[config.mk]
export PLATFORM = sky130hd
export DESIGN_NAME = stt_cell
export DESIGN_NICKNAME = d
export VERILOG_FILES = /design/src/hdl/stt_pkg.sv /design/src/hdl/stt_cell.sv
export SDC_FILE = /design/constraint.sdc
export NUM_CORES = 1
export LEC_CHECK = 0
export BUFFER_PORTS_ARGS = -buffer_cell sky130_fd_sc_hd__buf_2
export CAP_MARGIN = 0
export CORE_MARGIN = 5
export CORE_UTILIZATION = 39
export DETAILED_ROUTE_END_ITERATION = 16
export GPL_ROUTABILITY_DRIVEN = 0
export PLACE_DENSITY = 0.72
export SYNTH_ARGS = -nofsm -noshare
export SYNTH_HDL_FRONTEND = slang
export SYNTH_SLANG_ARGS = --single-unit
[constraint.sdc]
create_clock -name clock -period 3.2 [get_ports clock]
set_clock_uncertainty 0.05 [all_clocks]
set_input_delay 0.16 -clock clock [delete_from_list [all_inputs] [get_ports clock]]
set_output_delay 0.16 -clock clock [all_outputs]
set_load 0.01 [all_outputs]
[src/hdl/stt_pkg.sv]
// Package for the software timer table: field widths, request opcodes,
// the token that travels along the slot chain, and the expiry record.
// No dependencies.
`default_nettype none

package stt_pkg;

   localparam int DEF_TIMER_SLOTS = 16;

   localparam int OPCODE_W = 2;
   localparam int IDENT_W  = 16;
   localparam int OWNER_W  = 8;
   localparam int COUNT_W  = 32;
   localparam int TICK_W   = 16;

   localparam logic [OPCODE_W-1:0] OP_SET    = 2'd0;
   localparam logic [OPCODE_W-1:0] OP_CANCEL = 2'd1;
   localparam logic [OPCODE_W-1:0] OP_TICK   = 2'd2;

   typedef enum logic [1:0] {
      TOK_MATCH,
      TOK_FILL,
      TOK_CANCEL,
      TOK_TICK
   } tok_op_type;

   typedef struct packed {
      logic                valid;
      tok_op_type          op;
      logic                done;
      logic [IDENT_W-1:0]  ident;
      logic [OWNER_W-1:0]  owner;
      logic [COUNT_W-1:0]  dur;
      logic [TICK_W-1:0]   elapsed;
   } token_type;

   typedef struct packed {
      logic                valid;
      logic [IDENT_W-1:0]  ident;
      logic [OWNER_W-1:0]  owner;
   } expiry_type;

endpackage

`default_nettype wire

[src/hdl/stt_cell.sv]
// One timer slot: id, owner and remaining count, acted on by the token
// passing through, which it registers on to the next slot.
// Depends on stt_pkg.
`default_nettype none

module stt_cell import stt_pkg::*; (
   input  logic       clock,
   input  logic       reset,
   input  logic       advance,
   input  token_type  tok_in,
   output token_type  tok_out,
   output expiry_type exp_out
);

   logic [IDENT_W-1:0] ident_ff, ident_in;
   logic [OWNER_W-1:0] owner_ff, owner_in;
   logic [COUNT_W-1:0] rem_ff, rem_in;
   token_type          fwd_ff, fwd_in;

   always_comb begin
      ident_in = ident_ff;
      owner_in = owner_ff;
      rem_in   = rem_ff;
      fwd_in   = tok_in;
      exp_out  = '0;
      if (advance && tok_in.valid) begin
         case (tok_in.op)
            TOK_MATCH: begin
               if (!tok_in.done && ident_ff == tok_in.ident && owner_ff == tok_in.owner) begin
                  rem_in      = tok_in.dur;
                  fwd_in.done = 1'b1;
               end
            end
            TOK_FILL: begin
               if (!tok_in.done && ident_ff == '0) begin
                  ident_in    = tok_in.ident;
                  owner_in    = tok_in.owner;
                  rem_in      = tok_in.dur;
                  fwd_in.done = 1'b1;
               end
            end
            TOK_CANCEL: begin
               if (!tok_in.done && ident_ff == tok_in.ident) begin
                  ident_in    = '0;
                  owner_in    = '0;
                  rem_in      = '0;
                  fwd_in.done = 1'b1;
               end
            end
            TOK_TICK: begin
               if (ident_ff != '0 && rem_ff != '0) begin
                  if (rem_ff > {{(COUNT_W-TICK_W){1'b0}}, tok_in.elapsed}) begin
                     rem_in = rem_ff - {{(COUNT_W-TICK_W){1'b0}}, tok_in.elapsed};
                  end else begin
                     exp_out.valid = 1'b1;
                     exp_out.ident = ident_ff;
                     exp_out.owner = owner_ff;
                     ident_in      = '0;
                     owner_in      = '0;
                     rem_in        = '0;
                  end
               end
            end
            default: begin
            end
         endcase
      end
   end

   always_ff @(posedge clock) begin
      if (reset) begin
         ident_ff <= '0;
         owner_ff <= '0;
         rem_ff   <= '0;
         fwd_ff   <= '0;
      end else begin
         ident_ff <= ident_in;
         owner_ff <= owner_in;
         rem_ff   <= rem_in;
         if (advance) begin
            fwd_ff <= fwd_in;
         end
      end
   end

   assign tok_out = fwd_ff;

endmodule

`default_nettype wire

==> results.yml <==
yosys:
  synth-seq-cells: 132
  yosysSeqAreaShare_pct: 38.4
  synth_cells: 801
  ys_types: 61
  synth_area_sq_mm: 0.00687
  synthesis.nets: 902
  ys_warn_count: 0
  post_synth.cell_area_avg_sq_um: 8.58
  async_flop_share_pct: 0
  ys.flop_type: "dfxtp_1"
  synth_edf_count: 0
setup_path:
  r2r_end: "ident_ff[2]"
  worst-path-buf-inv: 7
  endpoint: "exp_out[8]"
  cp_slowest_stage_delay_ps: 560
  cp.required_ps: 2990
  crit_arrival_ps: 2910
  slowest_stage: "or4_4"
  crit_path_start: "tok_in[3]"
  cp_top_family: "buffers and inverters"
  cp-start-kind: "input port"
  crit_chain: "dlygate4sd3_1, buf_2, inv_1, ha_4, nand4_1, or4_4, a2111oi_4, buf_6, buf_12, buf_16, and2_1, buf_2"
  endpoint_kind: "output pin"
  critPathMaxFanout: 6
  criticalPathCategory: "in2out"
  regToRegSetupSlack_ps: 230
  r2r-start: "rem_ff[13]"
  reg2reg_depth: 10
  cp.depth: 12
  cp_common_cell: "buf_2"
grt:
  grt_max_degree: 83
  grt_pass1_wl_um: 33700
  first_global_vias: 6692
  gr-total-overflow: 0
  grt_antenna_before_repair: 0
  grt_use_total_pct: 20.3
cts:
  clk_latency_ps: 420
  clock-sinks: 132
  h-tree-depth: 4
  cts-buffers-inserted: 17
  clk_pin_slew_ps: 50
  clk_path_buf_depth: 2
  cts_tree: "built"
  cts-root-buf: "clkbuf_16"
worst_hold_path:
  hold_class: "in2reg"
placed_design:
  placed_cell_area_sq_mm: 0.00821
  pre_cts_slack_ps: 157
  dpl.hpwl_um: 14400
  io_buffers: 179
floorplan:
  start_util_pct: 39.7
  dieArea_sq_mm: 0.0204
  ioPinCount: 180
  die_y_um: 143
  core-area_sq_mm: 0.0173
  die_x_um: 143
  rows: 48
timing:
  finalSetupViolations: 0
  layout_setup_ws_ps: 75.1
  hold-worst-slack_ps: 27.9
  rsz0062_at_grt: "true"
  min_period_over_period_pct: 97.7
  slew_violations: 0
  finalHoldViolCount: 0
  tightestPinTransition_ps: 929
  relSlewSlack_pct: 38.1
  finalWorstPathRequiredPeriod_ps: 3120
  fmax_mhz: 320
pwr:
  p_comb_share_pct: 26.9
  clkPwrFrac_pct: 37.4
  power.internal_uw: 3580
  irDropWorstVdd_uv: 370
  cellPowerDensity_mw_per_mm2: 528
  power_switching_uw: 1590
  finalPower_uw: 5180
  switching_share_pct: 30.8
  seqPwrFrac_pct: 35.7
  p_leak_uw: 0.00442
drt:
  drt_wl_total_um: 21500
  drc: 0
  drt_iter0_markers: 302
  avgViaCountPerCell: 5.29
  num_vias: 6931
  firstDrtPassIters: 7
  wire_per_inst_um: 16.4
  antenna_left: 0
final_layout:
  fin_area_sq_mm: 0.00980
  nets: 1174
  syn_to_final_growth_pct: 42.5
  antenna_cells: 0
  drive_above_1_share_pct: 28.0
  final_cell_mix: "buf_2, dfxtp_1, nor2_1"
  multi_input_area_sq_mm: 0.00408
  layout_commonest_cell: "buf_2"
  num-fill-cells: 1561
  ff_latch_area_sq_mm: 0.00265
job:
  cap_violations: 0
outcome:
  status: "complete, no violations"
## final cells by class
class	instances	share of cell area, %
well taps	225	2.87
clock buffers	19	4.62
multi-input cells	600	41.6
inverters	21	0.804
flip-flops and latches	132	27.0
repair buffers	301	21.7
clock inverters	13	1.37
## cell usage after synthesis, types with 11 or more instances
cell | number | share of area, %
nor3_1 | 18 | 1.3
dfxtp_1 | 132 | 38
xnor2_1 | 33 | 4.2
a221oi_1 | 14 | 1.8
inv_1 | 21 | 1.1
o21ai_0 | 11 | 0.80
nand2_1 | 59 | 3.2
nor4_1 | 13 | 1.2
nand4_1 | 17 | 1.5
and2_1 | 25 | 2.3
nand3_1 | 35 | 2.5
nor2_1 | 113 | 6.2
ha_1 | 21 | 3.8
mux2i_1 | 74 | 11
a21oi_1 | 56 | 4.1
clkbuf_1 | 30 | 1.6
## worst min-delay path, cell delays in order
cell     delay (ps)
buf_2           130
mux2i_1          80
nor2_1           80
## per-stage QoR
step	setup TNS (ps)	utilization [%]	std cells
6_report	0	56.6	1311
2_1_floorplan	0	-	801
4_1_cts	-599	56.0	1306
5_1_grt	-177	56.6	1311
3_3_place_gp	0	47.5	1193
3_5_place_dp	0	47.5	1193
## power groups by stage
stage	Combinational [uW]	Sequential (uW)	Clock, uW
final	1390	1850	1940
after global routing	1530	1860	2060
after CTS	1350	1840	1980
after detailed placement	1240	1880	0
after global placement	1230	1870	0
after floorplan	807	1890	0
## layer usage
layer	vias up	GRT usage, %	share of wire (%)
met5	-	0	0
met4	0	5.30	1.2
met3	21	4.89	6.5
met2	229	35.6	50
met1	3274	25.1	43
li1	3407	-	-
## worst min-delay path by stage
| stage | to | cells after the start | from | slack [ps] |
|---|---|---|---|---|
| 6_report | tok_out[74] | 3 | tok_in[74] | 30 |
| 2_1_floorplan | tok_out[40] | 2 | tok_in[40] | 260 |
| 5_1_grt | tok_out[72] | 3 | tok_in[72] | 40 |
| 3_5_place_dp | tok_out[12] | 3 | tok_in[12] | 370 |
| 4_1_cts | tok_out[74] | 3 | tok_in[74] | 5 |
| 3_3_place_gp | tok_out[10] | 3 | tok_in[10] | 360 |
## timing repair
action	CTS	global route
gates resized for setup	16	17
gates cloned	2	0
setup endpoints to repair	25	49
setup buffers	7	6
endpoints found under the hold margin	99	0
pin swaps	6	9
hold buffers	72	0
## flip-flops by register name, summed over array words and instances (netlist names)
register,count
ident_ff,16
owner_ff,8
rem_ff,32
tok_out,76
## cells by family (layout without fill, tap and decap cells)
kind of cell / count (synthesis) / in the layout / share of synthesized area (%)
compound gates: 153 / 153 / 15.2
xor+xnor: 37 / 37 / 4.71
fa+ha+maj: 22 / 22 / 4.11
buf+inv: 69 / 354 / 4.40
flops: 132 / 132 / 38.4
mux: 74 / 74 / 10.8
simple gates: 314 / 314 / 22.4
Power figures use the tool's default switching activity.
