<file path="config.mk">
export PLATFORM = sky130hd
export DESIGN_NAME = stt_ctrl_flat
export DESIGN_NICKNAME = d
export VERILOG_FILES = /design/src/hdl/stt_pkg.sv /design/src/hdl/stt_ifaces.sv /design/src/hdl/stt_ctrl.sv /design/src/flat_wrapper.sv
export SDC_FILE = /design/constraint.sdc
export NUM_CORES = 1
export LEC_CHECK = 0
export CELL_PAD_IN_SITES_DETAIL_PLACEMENT = 0
export CELL_PAD_IN_SITES_GLOBAL_PLACEMENT = 1
export CORE_ASPECT_RATIO = 0.7
export CORE_MARGIN = 2
export CORE_UTILIZATION = 46
export CTS_CLUSTER_SIZE = 14
export DETAILED_ROUTE_END_ITERATION = 16
export DONT_BUFFER_PORTS = 1
export PLACE_DENSITY_LB_ADDON = 0.25
export SLEW_MARGIN = 20
export SYNTH_ARGS = -nofsm -noshare
export SYNTH_HDL_FRONTEND = slang
export SYNTH_SLANG_ARGS = --single-unit
</file>
<file path="constraint.sdc">
create_clock -name clock -period 2.7 [get_ports clock]
set_input_delay 0.135 -clock clock [delete_from_list [all_inputs] [get_ports clock]]
set_output_delay 0.135 -clock clock [all_outputs]
set_load 0.02 [all_outputs]
</file>
<file path="src/hdl/stt_pkg.sv">
// Package for the software timer table: field widths, request opcodes,
// the token that travels along the slot chain, and the expiry record.
// No dependencies.
`default_nettype none

package stt_pkg;

   localparam int DEF_TIMER_SLOTS = 16;

   localparam int OPCODE_W = 2;
   localparam int IDENT_W  = 16;
   localparam int OWNER_W  = 8;
   localparam int COUNT_W  = 32;
   localparam int TICK_W   = 16;

   localparam logic [OPCODE_W-1:0] OP_SET    = 2'd0;
   localparam logic [OPCODE_W-1:0] OP_CANCEL = 2'd1;
   localparam logic [OPCODE_W-1:0] OP_TICK   = 2'd2;

   typedef enum logic [1:0] {
      TOK_MATCH,
      TOK_FILL,
      TOK_CANCEL,
      TOK_TICK
   } tok_op_type;

   typedef struct packed {
      logic                valid;
      tok_op_type          op;
      logic                done;
      logic [IDENT_W-1:0]  ident;
      logic [OWNER_W-1:0]  owner;
      logic [COUNT_W-1:0]  dur;
      logic [TICK_W-1:0]   elapsed;
   } token_type;

   typedef struct packed {
      logic                valid;
      logic [IDENT_W-1:0]  ident;
      logic [OWNER_W-1:0]  owner;
   } expiry_type;

endpackage

`default_nettype wire

</file>
<file path="src/hdl/stt_ifaces.sv">
// Valid/ready channel interfaces for the software timer table.
// stt_req_if carries requests in, stt_rsp_if carries expiry results out.
// Depends on stt_pkg.
`default_nettype none

interface stt_req_if import stt_pkg::*; ();
   logic                valid;
   logic                ready;
   logic [OPCODE_W-1:0] opcode;
   logic [IDENT_W-1:0]  timer_ident;
   logic [OWNER_W-1:0]  owner_task;
   logic [COUNT_W-1:0]  duration;
   logic [TICK_W-1:0]   now_tick;

   modport source (output valid, opcode, timer_ident, owner_task, duration, now_tick,
                   input ready);
   modport sink   (input valid, opcode, timer_ident, owner_task, duration, now_tick,
                   output ready);
endinterface

interface stt_rsp_if import stt_pkg::*; ();
   logic               valid;
   logic               ready;
   logic [IDENT_W-1:0] expired_timer;
   logic [OWNER_W-1:0] expired_owner;
   logic               last_of_run;

   modport source (output valid, expired_timer, expired_owner, last_of_run,
                   input ready);
   modport sink   (input valid, expired_timer, expired_owner, last_of_run,
                   output ready);
endinterface

`default_nettype wire

</file>
<file path="src/hdl/stt_ctrl.sv">
// Request intake, tick bookkeeping, token launch and relaunch, and the
// expiry collector with its output register.
// Depends on stt_pkg and stt_ifaces.
`default_nettype none

module stt_ctrl import stt_pkg::*; (
   input  logic         clock,
   input  logic         reset,
   stt_req_if.sink      req,
   stt_rsp_if.source    rsp,
   output logic         advance,
   output token_type    tok_head,
   input  token_type    tok_tail,
   input  expiry_type   exp_in
);

   logic               busy_ff, busy_in;
   token_type          head_ff, head_in;
   logic [TICK_W-1:0]  prev_ff, prev_in;
   expiry_type         held_ff, held_in;
   logic               out_valid_ff, out_valid_in;
   logic [IDENT_W-1:0] out_ident_ff, out_ident_in;
   logic [OWNER_W-1:0] out_owner_ff, out_owner_in;
   logic               out_last_ff, out_last_in;
   logic               accept;
   logic               relaunch;

   assign advance   = !out_valid_ff || rsp.ready;
   assign req.ready = !busy_ff;
   assign accept    = req.valid && !busy_ff;
   assign relaunch  = tok_tail.valid && tok_tail.op == TOK_MATCH && !tok_tail.done;

   always_comb begin
      busy_in      = busy_ff;
      head_in      = head_ff;
      prev_in      = prev_ff;
      held_in      = held_ff;
      out_valid_in = out_valid_ff && !rsp.ready;
      out_ident_in = out_ident_ff;
      out_owner_in = out_owner_ff;
      out_last_in  = out_last_ff;

      if (advance) begin
         head_in.valid = 1'b0;
         if (exp_in.valid) begin
            held_in = exp_in;
            if (held_ff.valid) begin
               out_valid_in = 1'b1;
               out_ident_in = held_ff.ident;
               out_owner_in = held_ff.owner;
               out_last_in  = 1'b0;
            end
         end
         if (tok_tail.valid) begin
            if (relaunch) begin
               head_in      = tok_tail;
               head_in.op   = TOK_FILL;
               head_in.done = 1'b0;
            end else begin
               busy_in = 1'b0;
               if (held_ff.valid) begin
                  out_valid_in  = 1'b1;
                  out_ident_in  = held_ff.ident;
                  out_owner_in  = held_ff.owner;
                  out_last_in   = 1'b1;
                  held_in.valid = 1'b0;
               end
            end
         end
      end

      if (accept) begin
         head_in.done    = 1'b0;
         head_in.ident   = req.timer_ident;
         head_in.owner   = req.owner_task;
         head_in.dur     = req.duration;
         head_in.elapsed = req.now_tick - prev_ff;
         head_in.op      = TOK_TICK;
         case (req.opcode)
            OP_SET: begin
               head_in.op    = TOK_MATCH;
               head_in.valid = req.timer_ident != '0;
               busy_in       = req.timer_ident != '0;
            end
            OP_CANCEL: begin
               head_in.op    = TOK_CANCEL;
               head_in.valid = req.timer_ident != '0;
               busy_in       = req.timer_ident != '0;
            end
            OP_TICK: begin
               head_in.valid = 1'b1;
               busy_in       = 1'b1;
               prev_in       = req.now_tick;
            end
            default: begin
               head_in.valid = 1'b0;
            end
         endcase
      end
   end

   always_ff @(posedge clock) begin
      if (reset) begin
         busy_ff       <= 1'b0;
         head_ff       <= '0;
         prev_ff       <= '0;
         held_ff       <= '0;
         out_valid_ff  <= 1'b0;
      end else begin
         busy_ff       <= busy_in;
         head_ff       <= head_in;
         prev_ff       <= prev_in;
         held_ff       <= held_in;
         out_valid_ff  <= out_valid_in;
      end
      out_ident_ff <= out_ident_in;
      out_owner_ff <= out_owner_in;
      out_last_ff  <= out_last_in;
   end

   assign tok_head          = head_ff;
   assign rsp.valid         = out_valid_ff;
   assign rsp.expired_timer = out_ident_ff;
   assign rsp.expired_owner = out_owner_ff;
   assign rsp.last_of_run   = out_last_ff;

endmodule

`default_nettype wire

</file>
<file path="src/flat_wrapper.sv">
// flat-port wrapper written by rule: the top's interface ports become plain ports
module stt_ctrl_flat import stt_pkg::*;
  (clock, reset, advance, tok_head, tok_tail, exp_in, req_valid, req_opcode, req_timer_ident, req_owner_task, req_duration, req_now_tick, req_ready, rsp_valid, rsp_expired_timer, rsp_expired_owner, rsp_last_of_run, rsp_ready);
  stt_req_if req_i ();
  stt_rsp_if rsp_i ();
  input  logic clock;
  input  logic reset;
  output logic advance;
  output token_type tok_head;
  input  token_type tok_tail;
  input  expiry_type exp_in;
  input wire logic [$bits(req_i.valid)-1:0] req_valid;
  input wire logic [$bits(req_i.opcode)-1:0] req_opcode;
  input wire logic [$bits(req_i.timer_ident)-1:0] req_timer_ident;
  input wire logic [$bits(req_i.owner_task)-1:0] req_owner_task;
  input wire logic [$bits(req_i.duration)-1:0] req_duration;
  input wire logic [$bits(req_i.now_tick)-1:0] req_now_tick;
  output wire logic [$bits(req_i.ready)-1:0] req_ready;
  output wire logic [$bits(rsp_i.valid)-1:0] rsp_valid;
  output wire logic [$bits(rsp_i.expired_timer)-1:0] rsp_expired_timer;
  output wire logic [$bits(rsp_i.expired_owner)-1:0] rsp_expired_owner;
  output wire logic [$bits(rsp_i.last_of_run)-1:0] rsp_last_of_run;
  input wire logic [$bits(rsp_i.ready)-1:0] rsp_ready;
  assign req_i.valid = req_valid;
  assign req_i.opcode = req_opcode;
  assign req_i.timer_ident = req_timer_ident;
  assign req_i.owner_task = req_owner_task;
  assign req_i.duration = req_duration;
  assign req_i.now_tick = req_now_tick;
  assign req_ready = req_i.ready;
  assign rsp_valid = rsp_i.valid;
  assign rsp_expired_timer = rsp_i.expired_timer;
  assign rsp_expired_owner = rsp_i.expired_owner;
  assign rsp_last_of_run = rsp_i.last_of_run;
  assign rsp_i.ready = rsp_ready;
  stt_ctrl u_core (.clock(clock), .reset(reset), .req(req_i), .rsp(rsp_i), .advance(advance), .tok_head(tok_head), .tok_tail(tok_tail), .exp_in(exp_in));
endmodule
</file>
==> summary.txt <==
Yosys
  • Post-Syn Instances: about 730
  • Unique masters post-synth: 66
  • Post-synth net total: approximately 920
  • Number of synthesis warnings: 0
  • Mean area per synthesized cell: around 9.4 um2
  • Synth Flop Type: dfxtp_1
  • Fraction of the yosys area taken by sequential cells: a little under half
  • Seq cells post-synth: approximately 140
  • Post-synthesis cell area: 6850 um2
  • Post-synth EDFFs: 25
  • Post-synth ARST share: 0%

Pwr
  • PwrDens: slightly below 700 nW/um2
  • Lkg Pwr: approximately 4.0 nW
  • Worst VDD drop: approximately 0.43 mV
  • Power Total: ~6.2 mW

Global routing
  • Vias in the first global route: a little over 6k
  • Largest net degree at the start of global routing: approximately 110
  • Total GRT Usage: 27.0%
  • Initial antenna violation count: 0
  • Total gr overflow: 0
  • Global-route wire length before repair: roughly 34000 um

Worst setup path
  • Slowest-stage cell, CP: dlygate4sd3_1
  • Worst-path cell chain: nand2b_2 > nand3_4 > buf_12 > mux2i_1 > a211oi_1 > dlygate4sd3_1
  • Delay-heaviest family, CP: buffers and inverters
  • Reg2Reg Depth: 6
  • CP max stage delay: 0.62 ns
  • FF-to-FF End: u_core.tok_head[65]$_SDFFE_PP0P_
  • Reg2Reg Setup Slack: 0.12 ns
  • Worst setup EP type: register
  • R2r startpoint: u_core.rsp.valid$_SDFF_PP0_
  • Arrival time worst endpoint: roughly 2.9 ns
  • Crit Path Class: register to register
  • CP Capture Point: u_core.tok_head[65]$_SDFFE_PP0P_
  • Worst Setup SP: u_core.rsp.valid$_SDFF_PP0_
  • Buf/Inv on CP: 2
  • Worst Setup Start Kind: register
  • Data required, critical path: about 3.0 ns
  • Critical Path Fanout Max: 42
  • Cell count along the critical path: 6

Routing
  • DRT Pass-1 Iters: 4
  • Vias: around 6.1k
  • DRT Wirelength: around 22000 um
  • Vias/cell: around 5.7
  • Drt drc: 0
  • Final ANT Viol Nets: 0
  • Routed wire length per instance: about 20 um
  • Initial DRC count: 330

Timing
  • Worst slew margin relative to its limit: between 50% and 60%
  • Highest clock rate: between 300 and 400 MHz
  • Worst-Margin Slew: 0.729 ns
  • Tmin final: between 2 and 3 ns
  • Final Hold Fails: 0
  • Post-Route Skew: between 0.01 and 0.015 ns
  • Final period util: 95.5%
  • Slew Limit Fails: 0
  • Final setup viols: 0
  • Post-route setup slack: between 0.1 and 0.15 ns
  • Worst hold slack: roughly 0.0026 ns
  • RSZ-0062 raised after global routing: no
  • Setup tns final: 0 ns

CTS
  • TritonCTS clock tree: done
  • Inserted Clock Buffers: 17
  • Setup Buffers After CTS: 0
  • Number of hold buffers added after cts: roughly 170
  • Clock Path Buffers: 2
  • Total clock sinks: around 140
  • H-tree depth: 4
  • Worst-Skew Late Latency: roughly 0.42 ns
  • CTS clock-pin slew for the worst setup and hold paths: 0.06 ns
  • Post_cts resized: 0
  • Clk root buf: clkbuf_16

Placement
  • RD Place Congestion: 0.905
  • Placement-stage worst setup slack: ~0.37 ns
  • Placed cell count: ~880
  • PortBufs: 0
  • Hpwl dp: between 10000 and 15000 um

Floorplan
  • Die width: around 150 um
  • FP Rows: 37
  • Core box area: 14600 um2
  • Die Area: 15900 um2
  • Total I/O pin count: ~280
  • Initial core utilization: between 40% and 50%
  • Die Y: roughly 110 um

Hold path
  • Tightest Hold Check Type: input port to register
  • WHS Path Cells: 3

Outcome
  • Status: completed

Final layout
  • Nets: 1064
  • Finished Layout Cells: around 1.1k
  • Share of cells above drive strength 1: 9.18%
  • Antenna diodes: 0
  • Layout area overhead: 34.9%
  • # fillers: approximately 1.1k

Run
  • Max-cap violations: 0
-- kinds of logic after synthesis --
family,share of synthesized area (%)
AO/OA/AOI/OAI,17.8
XOR/XNOR,0.128
adder cells (fa/ha/maj),3.03
buffers and inverters,5.19
flip-flops,45.5
multiplexers,14.7
other,0.0548
AND/OR/NAND/NOR,13.6
-- worst reg2reg max path: stages (launching register included) --
cell           delay, ns
dfxtp_1             0.47
nand2b_2            0.12
nand3_4             0.42
buf_12              0.38
mux2i_1             0.34
a211oi_1            0.12
dlygate4sd3_1       0.62
-- state kept, by name, indices dropped and copies added (netlist names) --
name                      cells
u_core.busy_ff                1
u_core.held_ff               25
u_core.prev_ff               16
u_core.rsp.expired_owner      8
u_core.rsp.expired_timer     16
u_core.rsp.last_of_run        1
u_core.rsp.valid              1
u_core.tok_head              75
-- cell usage in the layout (no fill, tap or decap), drive strengths merged, types with 4 or more instances in the layout --
master and instances:
dlygate4sd3 165, dfxtp 118, nand2 96, mux2i 70, nor2 70, a211oi 63, a21oi 59, inv 32
mux2 27, edfxtp 25, clkbuf 17, ha 15, buf 12, o21ai 12, nand3 7, nor3 7
nor2b 6, o21a 5, nor4 5, o31a 4, o211ai 4, a31oi 4, nand2b 4, clkinv 4
-- cell type report --
class                   instances  area [um2]  area share [%]
flip-flops and latches        143        3110            33.7
multi-input cells             505        3400            36.8
inverters                      25        93.8            1.02
well taps                     195         244            2.64
clock buffers                  17         425            4.61
repair buffers                177        1790            19.3
clock inverters                15         175            1.90
-- how the worst min path moves through the flow --
stage / from / end / slack (ns)
floorplan: exp_in[0] / u_core.held_ff[0]$_SDFFE_PP0P_ / 0.27
global placement: reset / u_core.held_ff[17]$_SDFFE_PP0P_ / 0.21
detailed placement: reset / u_core.rsp.valid$_SDFF_PP0_ / 0.22
CTS: req_opcode[1] / u_core.tok_head[75]$_SDFFE_PP0P_ / 0.01
global route: req_opcode[1] / u_core.tok_head[75]$_SDFFE_PP0P_ / 0.007
finish: req_opcode[1] / u_core.tok_head[75]$_SDFFE_PP0P_ / 0.003
-- power by group --
group | internal, mW | total [mW] | leakage, nW | switching (mW)
clock network | 1.39 | 2.40 | 0.291 | 1.01
logic | 0.487 | 0.929 | 2.45 | 0.442
registers | 2.45 | 2.89 | 1.26 | 0.441
total | 4.33 | 6.22 | 4.00 | 1.89
-- synthesized netlist by cell type, types with 2 or more instances --
master	number	share of area, %
mux2_2	22	3.6
nand2_1	96	5.3
nor2b_1	5	0.46
o41ai_1	2	0.26
o211ai_1	4	0.44
o21ai_0	4	0.29
or3_1	3	0.27
nand4_1	3	0.27
nor2_1	70	3.8
a31oi_1	4	0.37
mux2i_1	70	10
clkbuf_1	31	1.7
inv_1	24	1.3
a211oi_1	62	6.8
nor4_1	5	0.46
a21o_1	2	0.22
o21a_1	5	0.55
nand2b_1	4	0.37
o21ai_2	2	0.26
buf_2	11	0.80
o31a_1	4	0.51
buf_1	4	0.22
a21oi_1	58	4.2
o32ai_1	2	0.26
o2111ai_1	3	0.38
nor3_1	6	0.44
o21ai_1	6	0.44
or4_1	3	0.33
o32a_1	3	0.44
nand3_1	6	0.44
a2111oi_0	2	0.26
dfxtp_1	118	34
edfxtp_1	25	11
buf_4	10	1.1
ha_1	15	2.7
mux2_1	5	0.82
-- metrics by stage --
step                      utilization, %  instance area [um2]
final                               63.1                 9240
after global routing                63.1                 9240
after CTS                           63.1                 9240
after detailed placement            47.6                 6960
after global placement              47.6                 6960
after floorplan                        -                 6850
-- metal layers --
layer  wire, um  share of wire, %  global-route usage (%)  vias to the layer above
met1       8750                40                    32.4                     2935
met4        542               2.5                    9.16                        0
met2      10600                49                    45.4                      248
met3       1770               8.2                    9.18                       45
li1           -                 -                       -                     2918
met5          0                 0                       0                        -
(Power assumes the default switching activity.)
